===== src/hw/rtl/svbd_pkg.sv =====
// Shared types and constants for the signed variable-length integer decoder.
package svbd_pkg;

  localparam int unsigned ByteW   = 8;
  localparam int unsigned ValueW  = 32;
  localparam int unsigned LenW    = 3;
  localparam int unsigned LeftW   = 3;
  localparam int unsigned OutPayW = ValueW + LenW;
  localparam int unsigned OutDataW = ((OutPayW + 7) / 8) * 8;

  localparam logic [LenW-1:0] LenOneByte = 3'd1;

  typedef enum logic [1:0] {
    FMT_12 = 2'd0,
    FMT_20 = 2'd1,
    FMT_28 = 2'd2,
    FMT_32 = 2'd3
  } fmt_e;

  typedef struct packed {
    logic [ValueW-1:0] acc;
    logic [LeftW-1:0]  left;
    fmt_e              kind;
  } dec_state_t;

  typedef struct packed {
    logic [ValueW-1:0] value;
    logic [LenW-1:0]   len;
  } dec_result_t;

endpackage


===== src/hw/rtl/signed_varint_byte_decoder.sv =====
// Top level of the signed variable-length integer byte decoder.
//
// Channel   Dir  tdata fields (low bit first)
// s_axis    in   data_byte[7:0]
// m_axis    out  decoded_value[31:0], code_length[34:32], zero pad [39:35]
//
// One byte is taken per cycle; a result appears in the cycle after the byte that
// completes its code. The decode is a single pass of logic into the output register.
// Reset returns the decoder to waiting for a lead byte with an empty output.
// A stalled output holds its result and blocks input until it is taken.
module signed_varint_byte_decoder
  import svbd_pkg::*;
(
  input  logic                clk_i,
  input  logic                rst_ni,
  input  logic                s_axis_tvalid_i,
  output logic                s_axis_tready_o,
  input  logic [ByteW-1:0]    s_axis_tdata_i,   // data_byte
  output logic                m_axis_tvalid_o,
  input  logic                m_axis_tready_i,
  output logic [OutDataW-1:0] m_axis_tdata_o    // decoded_value, code_length
);

  dec_state_t  state_q, state_d, step_state;
  dec_result_t step_res, out_res;
  logic        step_valid, in_fire;

  svbd_step u_step (
    .state_i     (state_q),
    .byte_i      (s_axis_tdata_i),
    .state_o     (step_state),
    .res_valid_o (step_valid),
    .res_o       (step_res)
  );

  assign in_fire = s_axis_tvalid_i && s_axis_tready_o;
  assign state_d = in_fire ? step_state : state_q;

  always_ff @(posedge clk_i or negedge rst_ni) begin
    if (!rst_ni) begin
      state_q <= '0;
    end else begin
      state_q <= state_d;
    end
  end

  svbd_out_reg u_out (
    .clk_i       (clk_i),
    .rst_ni      (rst_ni),
    .load_i      (s_axis_tvalid_i && step_valid),
    .res_i       (step_res),
    .ready_o     (s_axis_tready_o),
    .valid_o     (m_axis_tvalid_o),
    .out_ready_i (m_axis_tready_i),
    .res_o       (out_res)
  );

  assign m_axis_tdata_o = {{(OutDataW-OutPayW){1'b0}}, out_res.len, out_res.value};

`ifndef SYNTH
  a_left_range: assert property (@(posedge clk_i) disable iff (!rst_ni)
    state_q.left <= LeftW'(4))
    else $error("continuation count out of range");

  a_last_byte_emits: assert property (@(posedge clk_i) disable iff (!rst_ni)
    (in_fire && state_q.left == LeftW'(1)) |=> m_axis_tvalid_o)
    else $error("completed code produced no result");

  a_mid_byte_silent: assert property (@(posedge clk_i) disable iff (!rst_ni)
    (in_fire && state_q.left > LeftW'(1) && !m_axis_tvalid_o) |=> !m_axis_tvalid_o)
    else $error("result emitted inside a code");

  a_len_range: assert property (@(posedge clk_i) disable iff (!rst_ni)
    m_axis_tvalid_o |-> (out_res.len != '0 && out_res.len <= LenW'(5)))
    else $error("code length out of range");
`endif

endmodule


===== src/hw/rtl/svbd_step.sv =====
// Combinational decode of one byte against the current decoder state.
module svbd_step
  import svbd_pkg::*;
(
  input  dec_state_t        state_i,
  input  logic [ByteW-1:0]  byte_i,
  output dec_state_t        state_o,
  output logic              res_valid_o,
  output dec_result_t       res_o
);

  logic [ValueW-1:0] acc_shift;
  logic [LeftW-1:0]  left_dec;
  fmt_e              lead_kind;

  assign acc_shift = {state_i.acc[ValueW-ByteW-1:0], byte_i};
  assign left_dec  = state_i.left - LeftW'(1);
  assign lead_kind = fmt_e'(byte_i[5:4]);

  always_comb begin
    state_o     = state_i;
    res_valid_o = 1'b0;
    res_o.value = '0;
    res_o.len   = LenOneByte;
    if (state_i.left == '0) begin
      if (!byte_i[7]) begin
        res_valid_o = 1'b1;
        res_o.value = {{(ValueW-ByteW){1'b0}}, byte_i};
      end else if (byte_i[6]) begin
        res_valid_o = 1'b1;
        res_o.value = {{(ValueW-ByteW){1'b1}}, byte_i};
      end else begin
        state_o.kind = lead_kind;
        state_o.acc  = (lead_kind == FMT_32) ? '0 : {{(ValueW-4){1'b0}}, byte_i[3:0]};
        state_o.left = {1'b0, lead_kind} + LeftW'(1);
      end
    end else begin
      state_o.acc  = acc_shift;
      state_o.left = left_dec;
      if (left_dec == '0) begin
        res_valid_o = 1'b1;
        res_o.len   = {1'b0, state_i.kind} + LenW'(2);
        unique case (state_i.kind)
          FMT_12:  res_o.value = {{(ValueW-12){acc_shift[11]}}, acc_shift[11:0]};
          FMT_20:  res_o.value = {{(ValueW-20){acc_shift[19]}}, acc_shift[19:0]};
          FMT_28:  res_o.value = {{(ValueW-28){acc_shift[27]}}, acc_shift[27:0]};
          FMT_32:  res_o.value = acc_shift;
          default: res_o.value = acc_shift;
        endcase
      end
    end
  end

endmodule


===== src/hw/rtl/svbd_out_reg.sv =====
// Output register that holds one result and passes back-pressure upstream.
module svbd_out_reg
  import svbd_pkg::*;
(
  input  logic        clk_i,
  input  logic        rst_ni,
  input  logic        load_i,
  input  dec_result_t res_i,
  output logic        ready_o,
  output logic        valid_o,
  input  logic        out_ready_i,
  output dec_result_t res_o
);

  logic        valid_q, valid_d;
  dec_result_t res_q;

  assign ready_o = !valid_q || out_ready_i;
  assign valid_d = ready_o ? load_i : valid_q;

  always_ff @(posedge clk_i or negedge rst_ni) begin
    if (!rst_ni) begin
      valid_q <= 1'b0;
    end else begin
      valid_q <= valid_d;
    end
  end

  always_ff @(posedge clk_i) begin
    if (ready_o && load_i) begin
      res_q <= res_i;
    end
  end

  assign valid_o = valid_q;
  assign res_o   = res_q;

endmodule


===== config.mk =====
export PLATFORM = sky130hd
export DESIGN_NAME = signed_varint_byte_decoder
export DESIGN_NICKNAME = d
export VERILOG_FILES = /design/src/hw/rtl/svbd_pkg.sv /design/src/hw/rtl/signed_varint_byte_decoder.sv /design/src/hw/rtl/svbd_step.sv /design/src/hw/rtl/svbd_out_reg.sv
export SDC_FILE = /design/constraint.sdc
export NUM_CORES = 1
export LEC_CHECK = 0
export BUFFER_PORTS_ARGS = -buffer_cell sky130_fd_sc_hd__buf_2
export CORE_MARGIN = 2
export CORE_UTILIZATION = 60
export DETAILED_ROUTE_END_ITERATION = 8
export PLACE_DENSITY = 0.81
export SETUP_SLACK_MARGIN = 0.3
export SLEW_MARGIN = 30
export SYNTH_ARGS = -nofsm -noshare
export SYNTH_HDL_FRONTEND = slang
export SYNTH_SLANG_ARGS = --single-unit

===== constraint.sdc =====
create_clock -name clk_i -period 8.75 [get_ports clk_i]
set_input_delay 1.3125 -clock clk_i [delete_from_list [all_inputs] [get_ports clk_i]]
set_output_delay 1.3125 -clock clk_i [all_outputs]
set_load 0.03 [all_outputs]

==> impl_metrics.ini <==
[yosys]
ys_warn_count = 0
ys_seq_elements = 65
synth_edf_count = 35
syn_inst = 235
synth_top_area_share = 0.345
ys_types = 56
ys.flop_type = edfxtp_1
synth_largest_area_cell = edfxtp_1
async_reset_ff_frac = 0.462
syn_area_um2 = 3040
postSynthAreaPerCell_um2 = 13.0
yosysSeqAreaShare = 0.592
yosys-top-cells-area = edfxtp_1 (35%), dfrtp_1 (25%), a22o_1 (5.2%)

[timing]
max_slew_margin = 0.445
drv_slew = 0
rsz0062_at_grt = no
min_period_ns = 3.30
layout_setup_ws_ns = 5.45
finalSetupViolations = 0
fmax_mhz = 303
tightest_slew_ns = 0.831
fin_tns_setup_ns = 0
hold_violations = 0
period_share = 0.377
clock_skew_ns = 0.00899
hold_slack_ns = 0.491

[critical_path]
path_cells = buf_2 -> nor2b_2 -> inv_2 -> buf_2
cpMostUsedCell = buf_2
path_max_fanout = 5
arrival_ns = 1.99
cp-startpoint = m_axis_tready_i
cp.buffers_inverters = 3
worst-endpoint-required_ns = 7.44
crit_family = buffers and inverters
r2r_slack_ns = 5.96
crit_type = in2out
end_kind = primary output
slowest_stage = nor2b_2
critPathLaunchType = input pin
rr_startpoint = state_q[2]$_DFFE_PN0P_
cp_slowest_stage_delay_ns = 0.25

[detailed_routing]
vias_per_cell = 5.70
wl_per_cell_um = 15.8
drc = 0
drt_first_iter_violations = 113
ant_nets = 0
wirelength_um = 5580
vias = 2006
firstDrtPassIters = 4

[job]
maxCapViolCount = 0

[pwr]
power.share.clock = 0.169
p_seq_frac = 0.431
p_comb_frac = 0.400
power_leakage_nw = 1.47
internal_power_mw = 0.749
switching_share = 0.393
power_per_cell_area_nw_per_um2 = 360
switching_power_mw = 0.485
power_mw = 1.23
ir_drop_mv = 0.161

[clock_network]
cts_setup_buffers = 0
clk_pin_slew_ns = 0.06
h-tree-depth = 3
cts_sinks = 65
cts.path.max_buffers = 2
root_buffer = clkbuf_8
clock_latency_ns = 0.34
cts_resized = 0
cts_tree = yes
ctsHoldBuffers = 0
cts_buffers = 9

[global_route]
grt_pass1_vias = 1792
antenna_found_initial = 0
grt_pass1_wl_um = 8800
grt_overflow = 0
grt_usage = 0.219
grt_max_degree = 31

[floorplan]
initial_core_util = 0.632
die_w_um = 75.2
dieArea_um2 = 5660
fp.dieH_um = 75.2
io_pins = 54
num_rows = 25
core_area_um2 = 4820

[place]
dpl_cell_area_um2 = 3270
placed_cells = 336
port_buffers = 48
dp_hpwl_um = 3730
gp_congestion = 0.992
place_ws_ns = 5.46

[min_path]
min_from = state_q[3]$_DFFE_PN0P_
hold_path_class = reg2reg

[layout]
area_growth_pct = 12.7
drive_above_1_share = 0.288
nets = 296
num_antenna_cells = 0
final_cell_area_um2 = 3430
utilization = 0.712
instances_no_fill = 352

[status]
status = finished, final reports clean
==> cells in the final DEF (no fill, tap or decap), drive strengths merged, types with 4 or more instances in the layout <==
cell type and count:
ha 4, buf 50, nand2 11, nor2b 11
inv 12, a22o 18, a21oi 11, o21ai 23
mux2i 5, dfrtp 30, a31o 4, clkbuf 12
nand3 7, edfxtp 35, conb 5, a21boi 7
==> layer usage <==
layer | global-route usage | share of wire | routed length [µm]
met1 | 0.309 | 0.45 | 2530
met2 | 0.315 | 0.46 | 2590
met3 | 0.0576 | 0.055 | 309
met4 | 0.115 | 0.026 | 146
met5 | 0 | 0 | 0
==> sequential cells by signal, indices dropped and copies added, names as in the netlist <==
name / count
u_out.valid_o: 1
u_out.res_o: 35
state_q: 29
==> kinds of logic (layout without fill, tap and decap cells) <==
kind of cell / count (synthesis) / after routing / share of synthesized area
flops: 65 / 65 / 0.592
buf+inv: 32 / 78 / 0.0662
simple gates: 51 / 51 / 0.118
other cells: 1 / 5 / 0.00123
mux: 6 / 6 / 0.0214
fa+ha+maj: 4 / 4 / 0.0164
compound gates: 76 / 76 / 0.185
==> worst register-to-register path, cell delays in order (launching register included) <==
cell and delay, ns:
dfrtp_1 0.42, inv_1 0.13, ha_1 0.45, nor2b_4 0.34, o21ai_1 0.26, a21oi_4 0.63
buf_16 0.25
==> final cells by class <==
| cell class | instances | area [µm²] |
|---|---|---|
| sequential | 65 | 1800 |
| clock inverter | 4 | 21.3 |
| timing repair buffer | 50 | 275 |
| inverter | 12 | 45.0 |
| tap | 67 | 83.8 |
| fill | 365 | 1390 |
| clock buffer | 12 | 135 |
| multi-input combinational | 142 | 1070 |
==> power groups by stage <==
stage	registers (mW)	logic, mW	clock network (mW)
2_1_floorplan	0.589	0.347	0
3_3_place_gp	0.535	0.469	0
3_5_place_dp	0.537	0.492	0
4_1_cts	0.531	0.494	0.212
5_1_grt	0.547	0.539	0.221
6_report	0.532	0.493	0.208
==> synth_stat cells, types with 2 or more instances <==
cell type / count
a21boi_1: 5
a21oi_1: 11
a22o_1: 18
a31o_1: 4
buf_2: 2
buf_4: 7
buf_6: 7
clkbuf_1: 4
dfrtp_1: 30
edfxtp_1: 35
ha_1: 4
inv_1: 11
mux2i_1: 5
nand2_1: 11
nand2b_1: 2
nand3_1: 6
nand3b_1: 2
nor2b_1: 8
nor2b_2: 2
o21ai_0: 15
o21ai_1: 8
o22a_1: 3
or3b_1: 2
==> path summary, 6_finish.rpt <==
path / to / cells after the start
min in group asynchronous: state_q[6]$_DFFE_PN0P_ / 1
max: s_axis_tready_o / 4
min reg2reg: state_q[3]$_DFFE_PN0P_ / 1
max in group asynchronous: state_q[28]$_DFFE_PN0P_ / 1
min: state_q[3]$_DFFE_PN0P_ / 1
max reg2reg: u_out.res_o[23]$_DFFE_PP_ / 6
Note: power is estimated with default switching activity, not from simulation.
